## config.mk

```make
export PLATFORM = sky130hd
export DESIGN_NAME = template_tag_tokenizer_top_flat
export DESIGN_NICKNAME = d
export VERILOG_FILES = /design/src/rtl/core/ttt_pkg.sv /design/src/rtl/core/ttt_if.sv /design/src/rtl/core/ttt_scan.sv /design/src/rtl/core/ttt_emit.sv /design/src/rtl/core/template_tag_tokenizer_top.sv /design/src/flat_wrapper.sv
export VERILOG_INCLUDE_DIRS = /design/src /design/src/rtl/core
export SDC_FILE = /design/constraint.sdc
export NUM_CORES = 1
export LEC_CHECK = 0
export ABC_AREA = 1
export ABC_CLOCK_PERIOD_IN_PS = 9600
export BUFFER_PORTS_ARGS = -buffer_cell sky130_fd_sc_hd__buf_2
export CAP_MARGIN = 20
export CORE_ASPECT_RATIO = 1.5
export CORE_UTILIZATION = 35
export DETAILED_ROUTE_END_ITERATION = 6
export PLACE_DENSITY = 0.46
export SLEW_MARGIN = 20
export SYNTH_ARGS = -nofsm -noshare
export SYNTH_HDL_FRONTEND = slang
export SYNTH_SLANG_ARGS = --single-unit
```

## constraint.sdc

```tcl
create_clock -name clk -period 9.6 [get_ports clk]
set_input_delay 1.92 -clock clk [delete_from_list [all_inputs] [get_ports clk]]
set_output_delay 1.92 -clock clk [all_outputs]
set_load 0.01 [all_outputs]
```

## src/rtl/core/template_tag_tokenizer_top_assert.svh

```systemverilog
// Assertion macros shared by the tokenizer modules.
`ifndef TEMPLATE_TAG_TOKENIZER_TOP_ASSERT_SVH
`define TEMPLATE_TAG_TOKENIZER_TOP_ASSERT_SVH

// Implication checked on every rising clock edge outside reset.
`define TTT_ASSERT_IMP(label, clk, rst_n, ante, cons, msg) \
	label: assert property (@(posedge clk) disable iff (!rst_n) (ante) |-> (cons)) \
		else $error(msg);

// Next-cycle implication checked outside reset.
`define TTT_ASSERT_NEXT(label, clk, rst_n, ante, cons, msg) \
	label: assert property (@(posedge clk) disable iff (!rst_n) (ante) |=> (cons)) \
		else $error(msg);

`endif

```

## src/rtl/core/ttt_pkg.sv

```systemverilog
`default_nettype none
package ttt_pkg;

	// Event kinds.
	localparam logic [2:0] EV_TEXT  = 3'd0;
	localparam logic [2:0] EV_NODE  = 3'd1;
	localparam logic [2:0] EV_TRIM  = 3'd2;
	localparam logic [2:0] EV_ERROR = 3'd3;
	localparam logic [2:0] EV_END   = 3'd4;

	// One result item.
	typedef struct packed {
		logic [2:0]  event_kind;
		logic [3:0]  node_kind;
		logic [2:0]  compare_op;
		logic [15:0] first_begin;
		logic [15:0] first_finish;
		logic [15:0] second_begin;
		logic [15:0] second_finish;
		logic        strip_leading;
		logic [4:0]  error_code;
		logic [15:0] error_position;
		logic        last_of_run;
	} result_t;

	// One input item.
	typedef struct packed {
		logic [7:0] char_code;
		logic       end_of_source;
	} source_t;

	// Work handed from the scanner to the emitter: up to two results.
	typedef struct packed {
		logic    two;
		result_t first;
		result_t second;
	} result_pair_t;

endpackage
`default_nettype wire

```

## src/rtl/core/ttt_if.sv

```systemverilog
`default_nettype none
interface ttt_if #(
	parameter int WIDTH = 8
);
	logic             valid;
	logic             ready;
	logic [WIDTH-1:0] payload;

	modport source (output valid, output payload, input ready);
	modport sink (input valid, input payload, output ready);
endinterface
`default_nettype wire

```

## src/rtl/core/ttt_scan.sv

```systemverilog
`default_nettype none
module ttt_scan
	import ttt_pkg::*;
#(
	parameter int SOURCE_LIMIT = 65535,
	parameter int MAX_IF_DEPTH = 255,
	parameter int KEYWORD_CHARS = 13
) (
	input  wire          clk,
	input  wire          arst_n,
	input  wire          in_valid,
	output logic         in_ready,
	input  source_t      in_data,
	output logic         q_valid,
	input  wire          q_ready,
	output result_pair_t q_data
);
	localparam logic [4:0] P_TEXT = 5'd0, P_OPEN = 5'd1, P_START_WS = 5'd2,
		P_BLK_START = 5'd3, P_KEYWORD = 5'd4, P_NAME_START = 5'd5, P_NAME = 5'd6,
		P_IF_START = 5'd7, P_IF_VAR = 5'd8, P_OP_START = 5'd9, P_OP = 5'd10,
		P_OPND_START = 5'd11, P_STR_OPND = 5'd12, P_VAR_OPND = 5'd13,
		P_FE_START = 5'd14, P_FE_VAR = 5'd15, P_END_WS = 5'd16, P_BLK_END = 5'd17,
		P_VAR_START = 5'd18, P_VAR = 5'd19, P_VAR_END = 5'd20, P_CLOSE = 5'd21;
	localparam int F_BLOCK = 0, F_ELSE = 1, F_FOREACH = 2, F_BLK_FOREACH = 3,
		F_LSTRIP = 4, F_PREV_TEXT = 5;
	localparam int WCW = $clog2(KEYWORD_CHARS + 1);
	localparam int DW = $clog2(MAX_IF_DEPTH + 1);

	// Scanner state.
	logic [4:0]  phase_q;
	logic [31:0] pos_q;
	logic [15:0] tb_q, tf_q, ob_q, of_q, nb_q, nf_q;
	logic [3:0]  pnk_q;
	logic [7:0]  wc_q [KEYWORD_CHARS];
	logic [7:0]  oc_q [2];
	logic [7:0]  prev_q;
	logic [DW-1:0] depth_q, blk_depth_q;
	logic [5:0]  fl_q;
	logic        halted_q;

	// Next-state values.
	logic [4:0]  phase_d;
	logic [15:0] tb_d, tf_d, ob_d, of_d, nb_d, nf_d;
	logic [3:0]  pnk_d;
	logic [7:0]  wc_d [KEYWORD_CHARS];
	logic [7:0]  oc_d [2];
	logic [DW-1:0] depth_d, blk_depth_d;
	logic [5:0]  fl_d;
	result_t     r0, r1;
	logic        n_res, failed;

	logic        fire;
	logic [7:0]  c;
	logic        last;
	logic [15:0] pos16;
	logic [15:0] wlen;

	assign in_ready = !q_valid || q_ready;
	assign fire = in_valid && in_ready;
	assign c = in_data.char_code;
	assign last = in_data.end_of_source;
	assign pos16 = pos_q[15:0];
	assign wlen = pos16 - tb_q;

	function automatic logic is_space(input logic [7:0] x);
		return x == 8'h20 || (x >= 8'h09 && x <= 8'h0d);
	endfunction
	function automatic logic is_lower(input logic [7:0] x);
		return x >= "a" && x <= "z";
	endfunction
	function automatic logic is_upper(input logic [7:0] x);
		return x >= "A" && x <= "Z";
	endfunction
	function automatic logic is_ident(input logic [7:0] x);
		return is_upper(x) || (x >= "0" && x <= "9") || x == "_";
	endfunction

	// Keyword compare, the keyword packed into 16 bytes, against the stored characters.
	function automatic logic word_is(input logic [127:0] kw, input int len,
			input logic [15:0] wl, input logic [8*KEYWORD_CHARS-1:0] w);
		logic ok;
		ok = (wl == 16'(len)) && (len <= KEYWORD_CHARS);
		for (int i = 0; i < 16; i++) begin
			if (i < len && i < KEYWORD_CHARS)
				if (w[8*i +: 8] != kw[8*(len-1-i) +: 8]) ok = 1'b0;
		end
		return ok;
	endfunction

	logic [8*KEYWORD_CHARS-1:0] wflat;
	always_comb begin
		for (int i = 0; i < KEYWORD_CHARS; i++) wflat[8*i +: 8] = wc_q[i];
	end

	logic k_block, k_endblock, k_ifdef, k_ifndef, k_if, k_else, k_endif, k_foreach,
		k_endforeach, k_name;
	assign k_block = word_is(128'("block"), 5, wlen, wflat);
	assign k_endblock = word_is(128'("endblock"), 8, wlen, wflat);
	assign k_ifdef = word_is(128'("ifdef"), 5, wlen, wflat);
	assign k_ifndef = word_is(128'("ifndef"), 6, wlen, wflat);
	assign k_if = word_is(128'("if"), 2, wlen, wflat);
	assign k_else = word_is(128'("else"), 4, wlen, wflat);
	assign k_endif = word_is(128'("endif"), 5, wlen, wflat);
	assign k_foreach = word_is(128'("foreach"), 7, wlen, wflat);
	assign k_endforeach = word_is(128'("endforeach"), 10, wlen, wflat);
	assign k_name = word_is(128'("entry"), 5, wlen, wflat)
		|| word_is(128'("listing"), 7, wlen, wflat)
		|| word_is(128'({"listing", "_once"}), 12, wlen, wflat)
		|| word_is(128'({"listing", "_empty"}), 13, wlen, wflat)
		|| word_is(128'({"listing", "_entry"}), 13, wlen, wflat);

	logic if_open;
	assign if_open = fl_q[F_BLOCK] ? (depth_q > blk_depth_q) : (depth_q != '0);

	// Operator decode from the captured characters.
	logic [2:0] op_dec;
	always_comb begin
		logic [15:0] len;
		len = of_q - ob_q;
		op_dec = 3'd0;
		if (len == 16'd1) begin
			if (oc_q[0] == "<") op_dec = 3'd1;
			else if (oc_q[0] == ">") op_dec = 3'd2;
		end else if (len == 16'd2 && oc_q[1] == "=") begin
			if (oc_q[0] == "<") op_dec = 3'd3;
			else if (oc_q[0] == ">") op_dec = 3'd4;
			else if (oc_q[0] == "=") op_dec = 3'd5;
			else if (oc_q[0] == "!") op_dec = 3'd6;
		end
	end

	// Byte classification and state update.
	always_comb begin
		result_t tmp;
		logic    do_err;
		logic [4:0] ecode;
		logic [15:0] epos;
		logic    do_text;
		logic [15:0] text_end;
		logic    do_trim, do_node;
		logic [2:0] nop;
		phase_d = phase_q; tb_d = tb_q; tf_d = tf_q; ob_d = ob_q; of_d = of_q;
		nb_d = nb_q; nf_d = nf_q; pnk_d = pnk_q; wc_d = wc_q; oc_d = oc_q;
		depth_d = depth_q; blk_depth_d = blk_depth_q; fl_d = fl_q;
		do_err = 1'b0; ecode = '0; epos = '0;
		do_text = 1'b0; text_end = '0; do_trim = 1'b0; do_node = 1'b0; nop = '0;
		tmp = '0;
		r0 = '0; r1 = '0; n_res = 1'b0;

		if (pos_q >= 32'(SOURCE_LIMIT)) begin
			do_err = 1'b1; ecode = 5'd30; epos = pos16;
		end else begin
			case (phase_q)
				P_TEXT: begin
					if (last) begin
						do_text = 1'b1; text_end = pos16 + 16'd1;
					end
					if (c == "{") begin
						tf_d = pos16; phase_d = P_OPEN;
					end
				end
				P_OPEN: begin
					if (c == "%" || c == "{") begin
						phase_d = (c == "%") ? P_START_WS : P_VAR_START;
						if (tf_q > tb_q) begin
							do_text = 1'b1; text_end = tf_q;
						end
					end else phase_d = P_TEXT;
				end
				P_START_WS, P_BLK_START: begin
					if (phase_q == P_START_WS && c == "-") begin
						phase_d = P_BLK_START;
						do_trim = fl_q[F_PREV_TEXT];
					end else begin
						if (phase_q == P_START_WS) phase_d = P_BLK_START;
						if (is_space(c)) begin
						end else if (is_lower(c)) begin
							phase_d = P_KEYWORD; tb_d = pos16; wc_d[0] = c;
						end else begin
							do_err = 1'b1; ecode = (c == "-") ? 5'd1 : 5'd2; epos = pos16;
						end
					end
				end
				P_KEYWORD: begin
					if (is_lower(c)) begin
						if (wlen < 16'(KEYWORD_CHARS)) wc_d[wlen[WCW-1:0]] = c;
					end else if (is_space(c) && k_block) begin
						if (fl_q[F_BLOCK]) begin
							do_err = 1'b1; ecode = 5'd3; epos = pos16;
						end else begin
							phase_d = P_NAME_START; pnk_d = 4'd1; tb_d = pos16;
							blk_depth_d = depth_q; fl_d[F_BLK_FOREACH] = fl_q[F_FOREACH];
						end
					end else if (is_space(c) && k_endblock) begin
						if (!fl_q[F_BLOCK]) begin
							do_err = 1'b1; ecode = 5'd6; epos = pos16;
						end else if (depth_q != blk_depth_q) begin
							do_err = 1'b1; ecode = 5'd4;
						end else if (!fl_q[F_BLK_FOREACH] && fl_q[F_FOREACH]) begin
							do_err = 1'b1; ecode = 5'd5;
						end else begin
							phase_d = P_END_WS; pnk_d = 4'd2; fl_d[F_BLOCK] = 1'b0;
						end
					end else if (is_space(c) && (k_ifdef || k_ifndef || k_if)) begin
						if (depth_q >= DW'(MAX_IF_DEPTH)) begin
							do_err = 1'b1; ecode = 5'd30; epos = pos16;
						end else begin
							phase_d = P_IF_START;
							pnk_d = k_ifdef ? 4'd3 : (k_ifndef ? 4'd4 : 4'd5);
							tb_d = pos16; depth_d = depth_q + 1'b1; fl_d[F_ELSE] = 1'b0;
						end
					end else if (is_space(c) && k_else) begin
						if (!if_open) begin
							do_err = 1'b1; ecode = 5'd8; epos = pos16;
						end else if (fl_q[F_ELSE]) begin
							do_err = 1'b1; ecode = 5'd7; epos = pos16;
						end else begin
							phase_d = P_END_WS; pnk_d = 4'd6; fl_d[F_ELSE] = 1'b1;
						end
					end else if (is_space(c) && k_endif) begin
						if (!if_open) begin
							do_err = 1'b1; ecode = 5'd9; epos = pos16;
						end else begin
							phase_d = P_END_WS; pnk_d = 4'd7; depth_d = depth_q - 1'b1;
							fl_d[F_ELSE] = 1'b0;
						end
					end else if (is_space(c) && k_foreach) begin
						if (fl_q[F_FOREACH]) begin
							do_err = 1'b1; ecode = 5'd10; epos = pos16;
						end else begin
							phase_d = P_FE_START; pnk_d = 4'd8; tb_d = pos16;
							fl_d[F_FOREACH] = 1'b1;
						end
					end else if (is_space(c) && k_endforeach) begin
						if (!fl_q[F_FOREACH] || (fl_q[F_BLOCK] && fl_q[F_BLK_FOREACH])) begin
							do_err = 1'b1; ecode = 5'd11; epos = pos16;
						end else begin
							phase_d = P_END_WS; pnk_d = 4'd9; fl_d[F_FOREACH] = 1'b0;
						end
					end else begin
						do_err = 1'b1; ecode = 5'd12; epos = pos16;
					end
				end
				P_NAME_START: begin
					if (is_space(c)) begin
					end else if (is_lower(c)) begin
						phase_d = P_NAME; tb_d = pos16; wc_d[0] = c;
					end else begin
						do_err = 1'b1; ecode = 5'd13; epos = pos16;
					end
				end
				P_NAME: begin
					if (is_lower(c) || c == "_") begin
						if (wlen < 16'(KEYWORD_CHARS)) wc_d[wlen[WCW-1:0]] = c;
					end else if (is_space(c) && k_name) begin
						fl_d[F_BLOCK] = 1'b1; tf_d = pos16; phase_d = P_END_WS;
					end else begin
						do_err = 1'b1; ecode = 5'd14; epos = pos16;
					end
				end
				P_IF_START, P_FE_START, P_VAR_START: begin
					if (is_space(c)) begin
					end else if (is_upper(c)) begin
						tb_d = pos16;
						if (phase_q == P_IF_START) phase_d = P_IF_VAR;
						else if (phase_q == P_FE_START) phase_d = P_FE_VAR;
						else begin
							phase_d = P_VAR; pnk_d = 4'd10;
						end
					end else begin
						do_err = 1'b1; ecode = (phase_q == P_FE_START) ? 5'd18 : 5'd15;
						epos = pos16;
					end
				end
				P_IF_VAR, P_FE_VAR: begin
					if (is_ident(c)) begin
					end else if (is_space(c)) begin
						tf_d = pos16;
						phase_d = (phase_q == P_IF_VAR && pnk_q == 4'd5) ? P_OP_START : P_END_WS;
					end else begin
						do_err = 1'b1; ecode = (phase_q == P_FE_VAR) ? 5'd19 : 5'd16;
						epos = pos16;
					end
				end
				P_OP_START: begin
					if (!is_space(c)) begin
						phase_d = P_OP; ob_d = pos16; oc_d[0] = c;
					end
				end
				P_OP: begin
					if (!is_space(c)) begin
						if (pos16 - ob_q == 16'd1) oc_d[1] = c;
						else if (pos16 == ob_q) oc_d[0] = c;
					end else begin
						phase_d = P_OPND_START; of_d = pos16;
					end
				end
				P_OPND_START: begin
					if (is_space(c)) begin
					end else if (is_upper(c) || c == "\"") begin
						phase_d = is_upper(c) ? P_VAR_OPND : P_STR_OPND; nb_d = pos16;
					end else begin
						ob_d = '0; of_d = '0;
						do_err = 1'b1; ecode = 5'd17; epos = pos16;
					end
				end
				P_STR_OPND: begin
					if (c == "\"" && prev_q != "\\") begin
						phase_d = P_END_WS; nf_d = pos16 + 16'd1;
					end
				end
				P_VAR_OPND: begin
					if (!is_ident(c)) begin
						phase_d = P_END_WS; nf_d = pos16;
					end
				end
				P_END_WS, P_BLK_END: begin
					if (phase_q == P_END_WS && is_space(c)) begin
					end else if (phase_q == P_END_WS && c == "-") begin
						fl_d[F_LSTRIP] = 1'b1; phase_d = P_BLK_END;
					end else if (c == "%") begin
						phase_d = P_CLOSE;
					end else begin
						phase_d = P_BLK_END;
						do_err = 1'b1; ecode = (c == "-") ? 5'd20 : 5'd21; epos = pos16;
					end
				end
				P_VAR: begin
					if (is_ident(c)) begin
					end else if (is_space(c) || c == "}") begin
						tf_d = pos16; phase_d = (c == "}") ? P_CLOSE : P_VAR_END;
					end else begin
						do_err = 1'b1; ecode = 5'd16; epos = pos16;
					end
				end
				P_VAR_END: begin
					if (is_space(c)) begin
					end else if (c == "}") phase_d = P_CLOSE;
					else begin
						do_err = 1'b1; ecode = 5'd22; epos = pos16;
					end
				end
				P_CLOSE: begin
					if (c != "}") begin
						do_err = 1'b1; ecode = 5'd23; epos = pos16;
					end else if (of_q > ob_q && op_dec == 3'd0) begin
						do_err = 1'b1; ecode = 5'd24; epos = ob_q; ob_d = '0; of_d = '0;
					end else begin
						if (of_q > ob_q) begin
							nop = op_dec; ob_d = '0; of_d = '0;
						end
						do_node = 1'b1;
						if (nf_q > nb_q) begin
							nb_d = '0; nf_d = '0;
						end
						fl_d[F_PREV_TEXT] = 1'b0; phase_d = P_TEXT; pnk_d = 4'd0;
						tb_d = pos16 + 16'd1;
					end
				end
				default: phase_d = P_TEXT;
			endcase
		end

		// First result of the byte, at most one of these.
		if (do_text) begin
			tmp = '0; tmp.event_kind = EV_TEXT; tmp.first_begin = tb_q;
			tmp.first_finish = text_end; tmp.strip_leading = fl_q[F_LSTRIP];
			fl_d[F_LSTRIP] = 1'b0; fl_d[F_PREV_TEXT] = 1'b1;
			r0 = tmp; n_res = 1'b1;
		end else if (do_trim) begin
			tmp = '0; tmp.event_kind = EV_TRIM; tmp.first_begin = tb_q;
			tmp.first_finish = tf_q;
			r0 = tmp; n_res = 1'b1;
		end else if (do_node) begin
			tmp = '0; tmp.event_kind = EV_NODE; tmp.node_kind = pnk_q; tmp.compare_op = nop;
			tmp.first_begin = tb_q; tmp.first_finish = tf_q;
			tmp.second_begin = nb_q; tmp.second_finish = nf_q;
			r0 = tmp; n_res = 1'b1;
		end
		failed = do_err;

		// Error or end-of-source checks: second result when one already exists.
		tmp = '0;
		if (do_err) begin
			tmp.event_kind = EV_ERROR; tmp.error_code = ecode; tmp.error_position = epos;
		end else if (last) begin
			if (phase_d == P_STR_OPND) begin
				tmp.event_kind = EV_ERROR; tmp.error_code = 5'd25; tmp.error_position = nb_d;
			end else if (depth_d != '0) begin
				tmp.event_kind = EV_ERROR; tmp.error_code = 5'd26;
			end else if (fl_d[F_BLOCK]) begin
				tmp.event_kind = EV_ERROR; tmp.error_code = 5'd27;
			end else if (fl_d[F_FOREACH]) begin
				tmp.event_kind = EV_ERROR; tmp.error_code = 5'd28;
			end else tmp.event_kind = EV_END;
		end
		if (do_err || last) begin
			if (n_res) r1 = tmp;
			else r0 = tmp;
		end
	end

	// Results passed to the queue; an empty pair is dropped.
	logic has_any, two;
	result_t r0_m, r1_m;
	assign two = n_res && (failed || last);
	assign has_any = !halted_q && (n_res || failed || last);

	// The final mark goes on the last result of the byte.
	always_comb begin
		r0_m = r0;
		r0_m.last_of_run = !two;
		r1_m = r1;
		r1_m.last_of_run = 1'b1;
	end

	always_ff @(posedge clk or negedge arst_n) begin
		if (!arst_n) begin
			q_valid <= 1'b0;
		end else if (in_ready) begin
			q_valid <= fire && has_any;
		end
	end

	always_ff @(posedge clk) begin
		if (in_ready) begin
			q_data.two <= two;
			q_data.first <= r0_m;
			q_data.second <= r1_m;
		end
	end

	// State registers; the final byte or an error ends the template.
	always_ff @(posedge clk or negedge arst_n) begin
		if (!arst_n) begin
			phase_q <= P_TEXT; pos_q <= '0; tb_q <= '0; tf_q <= '0; ob_q <= '0;
			of_q <= '0; nb_q <= '0; nf_q <= '0; pnk_q <= '0; oc_q <= '{default: '0};
			wc_q <= '{default: '0}; prev_q <= '0; depth_q <= '0; blk_depth_q <= '0;
			fl_q <= '0; halted_q <= 1'b0;
		end else if (fire) begin
			if (last) begin
				phase_q <= P_TEXT; pos_q <= '0; tb_q <= '0; tf_q <= '0; ob_q <= '0;
				of_q <= '0; nb_q <= '0; nf_q <= '0; pnk_q <= '0; oc_q <= '{default: '0};
				wc_q <= '{default: '0}; prev_q <= '0; depth_q <= '0; blk_depth_q <= '0;
				fl_q <= '0; halted_q <= 1'b0;
			end else if (halted_q) begin
			end else if (failed) begin
				halted_q <= 1'b1;
			end else begin
				phase_q <= phase_d; pos_q <= pos_q + 32'd1; tb_q <= tb_d; tf_q <= tf_d;
				ob_q <= ob_d; of_q <= of_d; nb_q <= nb_d; nf_q <= nf_d; pnk_q <= pnk_d;
				wc_q <= wc_d; oc_q <= oc_d; prev_q <= c; depth_q <= depth_d;
				blk_depth_q <= blk_depth_d; fl_q <= fl_d;
			end
		end
	end

	`include "template_tag_tokenizer_top_assert.svh"
	`TTT_ASSERT_NEXT(a_halt_silent, clk, arst_n, fire && halted_q && !last, !q_valid,
		"halted scanner produced a result")
	`TTT_ASSERT_IMP(a_depth_bound, clk, arst_n, 1'b1, depth_q <= DW'(MAX_IF_DEPTH),
		"if depth beyond limit")
	`TTT_ASSERT_NEXT(a_last_ends, clk, arst_n, fire && last && !halted_q, q_valid,
		"final byte gave no result")
endmodule
`default_nettype wire

```

## src/rtl/core/ttt_emit.sv

```systemverilog
`default_nettype none
module ttt_emit
	import ttt_pkg::*;
(
	input  wire          clk,
	input  wire          arst_n,
	input  wire          q_valid,
	output logic         q_ready,
	input  result_pair_t q_data,
	output logic         out_valid,
	input  wire          out_ready,
	output result_t      out_data
);
	// Sends the first result, then the second when the pair has one.
	logic sel_q;

	assign out_valid = q_valid;
	assign out_data = sel_q ? q_data.second : q_data.first;
	assign q_ready = out_ready && (sel_q || !q_data.two);

	always_ff @(posedge clk or negedge arst_n) begin
		if (!arst_n) begin
			sel_q <= 1'b0;
		end else if (q_valid && out_ready) begin
			sel_q <= !sel_q && q_data.two;
		end
	end

	`include "template_tag_tokenizer_top_assert.svh"
	`TTT_ASSERT_IMP(a_sel_pair, clk, arst_n, sel_q, q_valid && q_data.two,
		"second result selected without a pair")
	`TTT_ASSERT_IMP(a_last_mark, clk, arst_n, out_valid && q_ready, out_data.last_of_run,
		"pair retired without final mark")
	`TTT_ASSERT_NEXT(a_hold, clk, arst_n, q_valid && !q_ready, q_valid,
		"queued pair lost")
endmodule
`default_nettype wire

```

## src/rtl/core/template_tag_tokenizer_top.sv

```systemverilog
`default_nettype none
// Template tag tokenizer: takes one source byte per cycle on src while res is
// not holding it back, and gives text, tag, trim, error and end events on res.
// The scanner classifies each byte with its phase logic and parallel keyword
// compares, which set the rate of one byte a cycle; a byte that yields two
// results holds the scanner while the emitter sends the second.
module template_tag_tokenizer_top
	import ttt_pkg::*;
#(
	parameter int SOURCE_LIMIT = 65535,
	parameter int MAX_IF_DEPTH = 255,
	parameter int KEYWORD_CHARS = 13
) (
	input wire clk,
	input wire arst_n,
	ttt_if.sink   src,
	ttt_if.source res
);
	logic         q_valid, q_ready;
	result_pair_t q_data;
	result_t      r;

	ttt_scan #(
		.SOURCE_LIMIT(SOURCE_LIMIT), .MAX_IF_DEPTH(MAX_IF_DEPTH),
		.KEYWORD_CHARS(KEYWORD_CHARS)
	) u_scan (
		.clk(clk), .arst_n(arst_n),
		.in_valid(src.valid), .in_ready(src.ready), .in_data(source_t'(src.payload)),
		.q_valid(q_valid), .q_ready(q_ready), .q_data(q_data)
	);

	ttt_emit u_emit (
		.clk(clk), .arst_n(arst_n),
		.q_valid(q_valid), .q_ready(q_ready), .q_data(q_data),
		.out_valid(res.valid), .out_ready(res.ready), .out_data(r)
	);

	assign res.payload = r;
endmodule
`default_nettype wire

```

## src/flat_wrapper.sv

```systemverilog
// flat-port wrapper written by rule: the top's interface ports become plain ports
module template_tag_tokenizer_top_flat import ttt_pkg::*;
#(
	parameter int SOURCE_LIMIT = 65535,
	parameter int MAX_IF_DEPTH = 255,
	parameter int KEYWORD_CHARS = 13
)
  (clk, arst_n, src_valid, src_payload, src_ready, res_valid, res_payload, res_ready);
  ttt_if #(.WIDTH($bits(source_t))) src_i ();
  ttt_if #(.WIDTH($bits(result_t))) res_i ();
  input wire clk;
  input wire arst_n;
  input wire logic [$bits(src_i.valid)-1:0] src_valid;
  input wire logic [$bits(src_i.payload)-1:0] src_payload;
  output wire logic [$bits(src_i.ready)-1:0] src_ready;
  output wire logic [$bits(res_i.valid)-1:0] res_valid;
  output wire logic [$bits(res_i.payload)-1:0] res_payload;
  input wire logic [$bits(res_i.ready)-1:0] res_ready;
  assign src_i.valid = src_valid;
  assign src_i.payload = src_payload;
  assign src_ready = src_i.ready;
  assign res_valid = res_i.valid;
  assign res_payload = res_i.payload;
  assign res_i.ready = res_ready;
  template_tag_tokenizer_top #(.SOURCE_LIMIT(SOURCE_LIMIT), .MAX_IF_DEPTH(MAX_IF_DEPTH), .KEYWORD_CHARS(KEYWORD_CHARS)) u_core (.clk(clk), .arst_n(arst_n), .src(src_i), .res(res_i));
endmodule
```

Yosys cells after proc, flatten, opt, wreduce, memory -nomap -nowiden
Cells that the tools add are included.
Storage, ports and cells
  flip-flop bits (word level): 484
  output and inout bits: 99
  word-level logic and storage cells: 863
Operators by class
  add/sub/neg operators: 7
  order comparisons: 17
  equality and inequality tests: 168
  mux-type cells: 517
  bitwise gates (word level): 1
  reduce and logical (&&, ||, !) cells: 96
Operator list (count)
  16-bit two-way mux: 111
  104-bit two-way mux: 7
  8-bit by 7-bit inequality test with 1-bit output, second input constant: 59
  5-bit two-way mux: 84
  97-bit two-way mux: 3
  8-bit two-way mux: 33
  96-bit two-way mux: 2
  96-bit one-hot mux with 2 select lines: 1
  1-bit two-way mux: 176
  16-bit one-hot mux with 11 select lines: 1
  4-bit two-way mux: 37
  16-bit one-hot mux with 3 select lines: 3
  104-bit bitwise mux: 1
  32-bit two-way mux: 3
  95-bit two-way mux: 1
  5-bit one-hot mux with 17 select lines: 1
  3-bit inequality test, second input constant: 28
  16-bit one-hot mux with 5 select lines: 1
  3-bit two-way mux: 25
  8-bit by 6-bit equality test with 1-bit output, second input constant: 9
  16-bit by 3-bit equality test with 1-bit output, second input constant: 4
  16-bit by 4-bit equality test with 1-bit output, second input constant: 4
  16-bit one-hot mux with 2 select lines: 2
  16-bit one-hot mux with 4 select lines: 1
  69 further kinds: 209

Depth between registers and ports, before layout
Gate-level depths: netlist of run 1.
  word-level depth: 31
  gate-level depth with buffers: 32
  depth with buffers taken out: 31

Cells and area by module
From an unflattened synthesis of run 1, not the netlist that was laid out.
Second synthesis, totals
  cell total of the unflattened synthesis: 3892
  area, all modules: 27541.4 sq um
Modules (own cells, without submodules)
  ttt_scan: times used 1, cells an instance 3568, area an instance 26245.2 sq um, sequential area each 10865.4 sq um
  ttt_emit: times used 1, cells an instance 324, area an instance 1296.2 sq um, sequential area each 25.0 sq um

Least setup slack after synthesis of run 1
OpenSTA, ideal clock, no wires.
  path type: input -> output
  start: input port res_ready
  end: output port src_ready
  arrival time: 4.644 ns
  required time: 7.680 ns
  path slack: 3.036 ns
  cell stages on the path: 2
  buffers on the path: 0
  path through: nand2_1 > nand2_1
Between the ends
  cells in the longest elaborated chain, start to end: 2
Ends and longest elaborated chain
  start: declaration: line flat_wrapper.sv:18  | input wire logic [$bits(res_i.ready)-1:0] res_ready;
  1-bit logical AND: line ttt_emit.sv:19  | assign q_ready = out_ready && (sel_q || !q_data.two);
  1-bit logical OR: line ttt_scan.sv:58  | assign in_ready = !q_valid || q_ready;
  end: declaration: line flat_wrapper.sv:15  | output wire logic [$bits(src_i.ready)-1:0] src_ready;
Every way passes these cells.

Worst setup path in the final report of run 1
  start: register u_core.u_scan.pos_q[0]
  end: register u_core.u_scan.blk_depth_q[7]
Between the ends
  cells in the longest elaborated chain, start to end: 25
  elaborated cells between the ends (all ways): 132
Ends and longest elaborated chain
  start: declaration: line ttt_scan.sv:31  | logic [31:0] pos_q;
  start signal: assignment: line ttt_scan.sv:450  | phase_q <= phase_d; pos_q <= pos_q + 32'd1; tb_q <= tb_d; tf_q <= tf_d;
  16-bit subtractor: line ttt_scan.sv:63  | assign wlen = pos16 - tb_q;
  16-bit by 4-bit equality test with 1-bit output: line ttt_scan.sv:82  | ok = (wl == 16'(len)) && (len <= KEYWORD_CHARS);
  1-bit two-way mux (10 in series): line ttt_scan.sv:85  | if (w[8*i +: 8] != kw[8*(len-1-i) +: 8]) ok = 1'b0;
  1-bit logical AND: line ttt_scan.sv:234  | end else if (is_space(c) && k_endforeach) begin
  1-bit two-way mux: line ttt_scan.sv:234
  1-bit two-way mux: line ttt_scan.sv:227  | end else if (is_space(c) && k_foreach) begin
  1-bit two-way mux: line ttt_scan.sv:220  | end else if (is_space(c) && k_endif) begin
  1-bit two-way mux: line ttt_scan.sv:212  | end else if (is_space(c) && k_else) begin
  1-bit two-way mux: line ttt_scan.sv:204  | end else if (is_space(c) && (k_ifdef || k_ifndef || k_if)) begin
  1-bit two-way mux: line ttt_scan.sv:194  | end else if (is_space(c) && k_endblock) begin
  1-bit two-way mux: line ttt_scan.sv:187  | end else if (is_space(c) && k_block) begin
  1-bit two-way mux: line ttt_scan.sv:185  | if (is_lower(c)) begin
  1-bit one-hot mux with 11 select lines: line ttt_scan.sv:153  | case (phase_q)
  1-bit two-way mux: line ttt_scan.sv:150  | if (pos_q >= 32'(SOURCE_LIMIT)) begin
  2-bit inequality test (no source line)
  8-bit AND reduction (no source line) *
  end signal: assignment: line ttt_scan.sv:453  | blk_depth_q <= blk_depth_d; fl_q <= fl_d;
  end: declaration: line ttt_scan.sv:37  | logic [DW-1:0] depth_q, blk_depth_q;
Every way passes the cells marked *; elsewhere a longest branch is shown, timed or not.
A chain may end at the register's enable or synchronous reset.

==> results.md, run 1 <==
- Run status: completed
- Setup TNS: 0 ps
- Average cell area after synthesis: 7.27 µm²
- HPWL after detailed placement: 76900 µm
- Internal Dissipation: 4.15 mW
- Maximum number of pins on one net before global-route repair: 133
- Starting density of the core: 35.6%
- Final period demand of the worst path: 6430 ps
- Post_cts resized: 0
- Met3 Usage GRT: 2.81%
- Maximum vdd drop: 0.000131 V
- Cell variety after synth: between 60 and 70
- Cell area after synthesis: around 26000 µm²
- Average wire per cell in the routed design: between 20 and 25 µm
- Number of global-route vias before repair: 24.4k
- TritonCTS clock tree: built
- Grt peak-use layer: met2
- Worst Setup Slack, final: 3170 ps
- Net load switching power: between 2 and 3 mW
- H-tree levels: 2
- Leakage power figure: 13.8 nW
- Arrival @ worst endpoint: 6900 ps
- Worst hold-check path type: reg -> reg
- Number of antenna violations at the first check in global routing: 2
- Diode insertion count for antenna repair: 0
- Die Footprint: 75300 µm²
- Height of the die: 336 µm
- Met1 track demand over resource: 29.5%
- Number of hold violations in the final report: 0
- Fraction of registers with async set/reset: 70.6%
- Critical path peak fanout: 69
- Required time worst endpoint: between 10000 and 15000 ps
- Fraction of final layout cells sized beyond drive strength 1: 8.54%
- Core region area: approximately 73000 µm²
- Post-route cell area: 29200 µm²
- RSZ-0062 raised after global routing: false
- Seq/Total Area, Yosys: 42.0%
- Total Wirelength: 99500 µm
- Per-cell via count in the routed design: 5.20
- Quantity of I/O buffers inserted on ports: 111
- Remaining routing DRC violations: 0
- FMAX: 156 MHz
- Number of DRC violations after detailed-routing iteration 0: 1916
- Cell area power density: 241 nW/µm²
- Floorplan row count: 121
- Final Slew Violations: 0
- Number of optimization iterations in the first detailed-route pass: 6
- CTS buffer count: 45
- Layout area overhead: 12.6%
- Post-detailed-route count of antenna-violating nets: 0
- Dpl cells: 4614
- Number of failing setup endpoints in the final timing report: 0
- Clock tree skew after final layout: 34.8 ps
- Area of placed instances: approximately 28000 µm²
- Fraction of power consumed by combinational cells: about 37%
- Sink Count: ~410
- CTS Root Buffer Type: clkbuf_16
- Crit Path Class: reg -> reg
- Post-route non-filler standard cell count: about 4.7k
- RePlAce Congestion: 0.963
- Final #Nets: 3783
- Switching portion of total power: 41.1%
- Final period utilization: 66.9%
- FF+latch count, synth: between 400 and 500
- GR Util met2: roughly half
- Global-route wire length before repair: 150000 µm
- Headroom to the max-slew limit: about a quarter
- Critical path startpoint category: flop
- Via count: ~24k
- # hold bufs at CTS: 0
- Leading register cell type out of synthesis: dfrtp_1
- Width of the chip: 224 µm
- Count of pins on the block boundary: 112
- Overall global routing resource usage: 26.5%
- Gr ovfl total: 0
- Number of enable flip-flop cells after synthesis: 121
- Number of post-CTS setup repair buffers: 0
- Clock latency at the later pin of the worst-skew pair: 620 ps
- Flop pwr share: 36.0%
- Post-Place Setup Slack: ~2800 ps
- Setup crit end kind: flop
- Number of warnings issued by yosys: 0
- Reported max-cap violation count: 0
- Measured slew at the worst slew-check pin: between 1000 and 1500 ps
- Part of the power in the clock network: 26.9%
- Cell count after synthesis: 3573
- Clk buf depth: 3
- Reg clk slew, reported paths: ~70 ps
## layout by cell type (no fill, tap or decap), drive strengths merged, types with 5 or more instances in the layout
cell,instances
a2111oi,5
a211oi,9
a21oi,160
a31oi,7
buf,143
bufinv,8
clkbuf,55
clkinv,22
conb,16
dfrtp,290
edfxtp,121
ha,90
inv,569
nand2,874
nand3,173
nand3b,8
nand4,97
nor2,499
nor3,69
nor4,47
o2111ai,6
o211ai,22
o21ai,250
o221ai,10
o22ai,75
or2,7
xnor2,7
xor2,24
## synth_stat cells (4+ instances only)
| master | n | area [µm²] |
|---|---|---|
| nand2_1 | 864 | 3240 |
| inv_1 | 542 | 2030 |
| nor2_1 | 480 | 1800 |
| dfrtp_1 | 290 | 7260 |
| o21ai_0 | 233 | 1170 |
| nand3_1 | 164 | 821 |
| a21oi_1 | 148 | 741 |
| edfxtp_1 | 121 | 3630 |
| nand4_1 | 95 | 594 |
| ha_1 | 90 | 1130 |
| o22ai_1 | 75 | 469 |
| nor3_1 | 64 | 320 |
| clkbuf_1 | 60 | 225 |
| nor4_1 | 45 | 282 |
| buf_2 | 27 | 135 |
| inv_2 | 24 | 90.1 |
| xor2_1 | 24 | 210 |
| o211ai_1 | 22 | 165 |
| nor2_2 | 15 | 93.8 |
| o21ai_1 | 15 | 75.1 |
| a21oi_2 | 10 | 87.6 |
| o221ai_1 | 10 | 87.6 |
| a211oi_1 | 9 | 67.6 |
| nand3_2 | 9 | 90.1 |
| nand2_2 | 8 | 50.1 |
| nand3b_1 | 8 | 60.1 |
| a31oi_1 | 7 | 43.8 |
| buf_1 | 7 | 26.3 |
| clkinv_1 | 7 | 26.3 |
| o2111ai_1 | 6 | 52.6 |
| or2_2 | 6 | 37.5 |
| xnor2_1 | 6 | 52.6 |
| a2111oi_0 | 5 | 43.8 |
| buf_4 | 5 | 37.5 |
| a221oi_1 | 4 | 35.0 |
| and2_1 | 4 | 25.0 |
| nor2_4 | 4 | 45.0 |
| o21bai_1 | 4 | 30.0 |
| o31ai_1 | 4 | 30.0 |
## kinds of logic (layout without fill, tap and decap cells)
family | Yosys count | in the layout | synth area share [%]
and+or+nand+nor | 1784 | 1784 | 29.5
buffers and inverters | 675 | 800 | 10.0
AOI/OAI and AO/OA | 578 | 578 | 12.8
DFF | 411 | 411 | 42.0
adders and majority gates | 93 | 93 | 4.57
xor gates and xnor gates | 31 | 31 | 1.07
other | 1 | 16 | 0.0144
## critical path, stage by stage (launching register included)
cell and delay (ps):
dfrtp_1 480, clkinv_1 460, ha_1 410, fa_1 760
inv_1 120, nor2_1 220, nand2_2 150, nor3_4 420
nand3_2 430, nand3_2 330, nand2_1 190, nand4_2 180
nand4_4 110, nand2_2 120, nand2_4 150, inv_4 220
buf_4 660, nand2_1 460, nand2_1 170, o21ai_0 90
## registers in the layout, summed over array words and instances, names as in the netlist, 4 cells and up
name / flops
u_core.u_scan.blk_depth_q: 8
u_core.u_scan.depth_q: 8
u_core.u_scan.fl_q: 6
u_core.u_scan.nb_q: 16
u_core.u_scan.nf_q: 16
u_core.u_scan.ob_q: 16
u_core.u_scan.oc_q: 16
u_core.u_scan.of_q: 16
u_core.u_scan.phase_q: 5
u_core.u_scan.pnk_q: 4
u_core.u_scan.pos_q: 32
u_core.u_scan.prev_q: 8
u_core.u_scan.q_data: 121
u_core.u_scan.tb_q: 16
u_core.u_scan.tf_q: 16
u_core.u_scan.wc_q: 104
## layer usage
layer / part of all wire, % / vias to the layer above
met4: 7.0 / 0
met1: 38 / 11600
met2: 51 / 685
met5: 0 / -
met3: 3.6 / 258
li1: - / 11900
## through the flow
| step | total power [mW] | utilization [%] | hold slack [ps] |
|---|---|---|---|
| finish | 7.05 | 40.1 | 465 |
| floorplan | 4.27 | - | 436 |
| detailed placement | 5.18 | 37.9 | 452 |
| global placement | 5.17 | 37.9 | 451 |
| CTS | 7.12 | 40.1 | 469 |
| global route | 7.53 | 40.1 | 482 |
## power by group through the flow
stage	combinational, mW	clock (mW)	sequential (mW)
finish	2.61	1.90	2.54
global route	2.93	2.01	2.59
CTS	2.63	1.95	2.54
detailed placement	2.61	0	2.57
global placement	2.61	0	2.56
floorplan	1.78	0	2.49
## layout make-up
class,instances,area (µm²)
fill,7870,43700
clock inverter,28,382
clock buffer,55,1200
multi-input combinational,2502,12500
tap,984,1230
inverter,574,2160
sequential,411,10900
timing repair buffer,143,818
## worst paths after layout
path,cells past startpoint,end,slack (ps),startpoint
min reg2reg,2,u_core.u_scan.wc_q[31]$_DFFE_PN0P_,460,u_core.u_scan.wc_q[31]$_DFFE_PN0P_
min in group asynchronous,1,u_core.u_scan.wc_q[23]$_DFFE_PN0P_,1380,arst_n
max,19,u_core.u_scan.blk_depth_q[7]$_DFFE_PN0P_,3170,u_core.u_scan.pos_q[0]$_DFFE_PN0P_
min,2,u_core.u_scan.wc_q[31]$_DFFE_PN0P_,460,u_core.u_scan.wc_q[31]$_DFFE_PN0P_
max in group asynchronous,2,u_core.u_emit.sel_q$_DFFE_PN0P_,6710,arst_n
max reg2reg,19,u_core.u_scan.blk_depth_q[7]$_DFFE_PN0P_,3170,u_core.u_scan.pos_q[0]$_DFFE_PN0P_
Power figures use the tool's default switching activity.
==> run 2: changes to the inputs <==
--- a/config.mk
+++ b/config.mk
@@ -7,7 +7,7 @@
 export NUM_CORES = 1
 export LEC_CHECK = 0
 export ABC_AREA = 1
-export ABC_CLOCK_PERIOD_IN_PS = 9600
+export ABC_CLOCK_PERIOD_IN_PS = 6000
 export BUFFER_PORTS_ARGS = -buffer_cell sky130_fd_sc_hd__buf_2
 export CAP_MARGIN = 20
 export CORE_ASPECT_RATIO = 1.5
==> constraint.sdc (replaced) <==
create_clock -name clk -period 6 [get_ports clk]
set_input_delay 1.2 -clock clk [delete_from_list [all_inputs] [get_ports clk]]
set_output_delay 1.2 -clock clk [all_outputs]
set_load 0.01 [all_outputs]
==> results.md, run 2 (synthesis gave the netlist of run 1 again) <==
- Reg clk slew, reported paths: 60 ps (about the same)
- Post-route non-filler standard cell count: 4742 (+0.96%)
- Total power: 11.2 mW (+59%)
- Worst Setup Slack, final: 452 ps (-2720 ps)
- Most common cell after layout, fill and taps aside: nand2_1
- Post-detailed-route count of antenna-violating nets: 0 (unchanged)
- Total Wirelength: 101000 µm (+1.7%)
- Run status: completed
- Crit Path Class: reg -> reg
- Clock latency at the later pin of the worst-skew pair: 620 ps (about the same)
- Critical path startpoint category: flop
- Flop pwr share: 36.0% (about the same)
- Maximum vdd drop: 0.000275 V (+110%)
- HPWL after detailed placement: 78200 µm (+1.7%)
- CTS buffer count: 46 (+2.2%)
- FMAX: 180 MHz (+16%)
- Switching portion of total power: 41.1% (about the same)
- Most frequent cells in the layout: 863 x nand2_1, 541 x inv_1, 480 x nor2_1
- Overall global routing resource usage: 26.8% (+0.27 points)
- Fill cell count: 7858 (-0.15%)
- Core region area: 73000 µm² (unchanged)
- Layout area overhead: 13.7%
- Final #Nets: 3826 (+1.1%)
- Count of pins on the block boundary: 112 (unchanged)
- Worst hold-check path type: reg -> reg
- Final Slew Violations: 0 (unchanged)
- Height of the die: 336 µm (unchanged)
- Leakage power figure: 14.0 nW (+1.4%)
- Fraction of power consumed by combinational cells: 37.8% (+0.7 points)
- Dpl cells: 4656 (+0.91%)
- RePlAce Congestion: 0.979 (+1.7%)
- Remaining routing DRC violations: 0 (unchanged)
- Number of failing setup endpoints in the final timing report: 0 (unchanged)
- Arrival @ worst endpoint: 6010 ps (-890 ps)
- Number of hold violations in the final report: 0 (unchanged)
- Largest registers: u_core.u_scan.q_data (121), u_core.u_scan.wc_q (104), u_core.u_scan.pos_q (32)
- Measured slew at the worst slew-check pin: 1060 ps (-85.0 ps)
- H-tree levels: 2 (unchanged)
- Floorplan row count: 121 (unchanged)
- Area of placed instances: 28000 µm² (+1.2%)
- Fraction of final layout cells sized beyond drive strength 1: 9.45% (+0.91 points)
- Grt peak-use layer: met2
- Quantity of I/O buffers inserted on ports: 111 (unchanged)
- Clk buf depth: 3 (unchanged)
- Required time worst endpoint: 6460 ps (-3610 ps)
- Per-cell via count in the routed design: 5.18 (-0.39%)
- RSZ-0062 raised after global routing: false
- Via count: 24.6k (+0.57%)
- Average wire per cell in the routed design: 21.3 µm (+0.69%)
- Net load switching power: 4.59 mW (+58%)
- Setup TNS: 0 ps (unchanged)
- TritonCTS clock tree: built
- Final period demand of the worst path: 5550 ps (-878 ps)
- Global-route wire length before repair: 151000 µm (+0.52%)
- Final period utilization: 92.5% (+26 points)
- Met1 track demand over resource: 29.0% (-0.50 points)
- CTS Root Buffer Type: clkbuf_16
- Number of global-route vias before repair: 24.6k (+0.92%)
- Hold_ws: 468 ps (+2.60 ps)
- Number of antenna violations at the first check in global routing: 6 (+4)
- Post-Place Setup Slack: 359 ps (-2400 ps)
- Width of the chip: 224 µm (unchanged)
- Clock tree skew after final layout: 26.8 ps (-8.00 ps)
- Starting density of the core: 35.6% (unchanged)
- Sink Count: 411 (unchanged)
- Internal Dissipation: 6.58 mW (+59%)
- Gr ovfl total: 0 (unchanged)
- Critical path peak fanout: 10 (-86%)
- Maximum number of pins on one net before global-route repair: 125 (-6.0%)
- GR Util met2: 49.0% (+0.88 points)
- Number of optimization iterations in the first detailed-route pass: 6 (unchanged)
- Reported max-cap violation count: 0 (unchanged)
- Setup crit end kind: flop
- Flip-flop count of the largest register after layout: 121 (unchanged)
- Cell area power density: 378 nW/µm² (+57%)
- Post-route cell area: 29500 µm² (+1.0%)
- Headroom to the max-slew limit: 29.0% (+5.4 points)
- Part of the power in the clock network: 26.2% (-0.7 points)
- Die Footprint: 75300 µm² (unchanged)
- Number of DRC violations after detailed-routing iteration 0: 1951 (+1.8%)
- Met3 Usage GRT: 3.22% (+0.41 points)
- Utilization after layout: 40.5% (+0.40 points)
- Most flops, register: u_core.u_scan.q_data
[run 2: changes by cell type in the layout (fill, tap and decap cells not counted), moves of 2 or more]
cell and delta:
clkinv_8 -2, clkbuf_1 +2, buf_4 +38, buf_12 +3, bufinv_16 -4, clkbuf_16 +2, clkinv_1 +2
[run 2: worst max-delay path, stage by stage (launching register included)]
cell	delay (ps)
dfrtp_1	440
clkinv_1	120
ha_1	240
fa_1	490
inv_1	120
nand3_1	100
nand2_1	130
nand3_1	110
nand3_1	90
nand2_1	90
nand2_1	90
nor2_1	60
nand2_1	100
nor2_4	90
nand3_1	140
nand3_2	160
nand3_2	240
inv_1	170
nor3_1	880
inv_1	150
o21ai_0	270
inv_1	270
o22ai_1	550
a21oi_1	160
o21ai_0	110
[run 2: repair_timing]
action / 4_1_cts / 5_1_grt
setup buffers: 0 / 0
gates resized for setup: 0 / 1
hold buffers: 0 / 0
endpoints found under the setup margin: 0 / 23
[run 2: cell type report]
type                    count  area [µm²]  area share [%]
clock buffers              60        1270            4.32
inverters                 574        2160            7.31
repair buffers            185        1170            3.98
flip-flops and latches    411       10900            36.9
diodes                      1        2.50         0.00847
clock inverters            25         253           0.856
multi-input cells        2502       12500            42.5
well taps                 984        1230            4.17
[run 2: worst paths after layout]
kind / start / cells past startpoint / slack, ps / endpoint
max in group asynchronous: arst_n / 2 / 4310 / u_core.u_scan.of_q[10]$_DFFE_PN0P_
min: u_core.u_scan.wc_q[55]$_DFFE_PN0P_ / 2 / 470 / u_core.u_scan.wc_q[55]$_DFFE_PN0P_
max reg2reg: u_core.u_scan.pos_q[0]$_DFFE_PN0P_ / 24 / 450 / u_core.u_scan.q_data[106]$_SDFFCE_PP0N_
min reg2reg: u_core.u_scan.wc_q[55]$_DFFE_PN0P_ / 2 / 470 / u_core.u_scan.wc_q[55]$_DFFE_PN0P_
max: u_core.u_scan.pos_q[0]$_DFFE_PN0P_ / 24 / 450 / u_core.u_scan.q_data[106]$_SDFFCE_PP0N_
min in group asynchronous: arst_n / 1 / 590 / u_core.u_scan.wc_q[46]$_DFFE_PN0P_
[run 2: power groups by stage]
stage | clock, mW | sequential, mW | combinational [mW]
floorplan | 0 | 3.98 | 2.85
global placement | 0 | 4.05 | 4.23
detailed placement | 0 | 4.07 | 4.23
CTS | 3.02 | 4.02 | 4.25
global route | 3.11 | 4.10 | 4.74
finish | 2.93 | 4.02 | 4.23
[run 2: per-layer routing]
metal  share of wire [%]  wire (µm)
met5               0.051         52
met3                 3.7       3730
met2                  51      51900
met1                  38      38200
met4                 7.2       7240
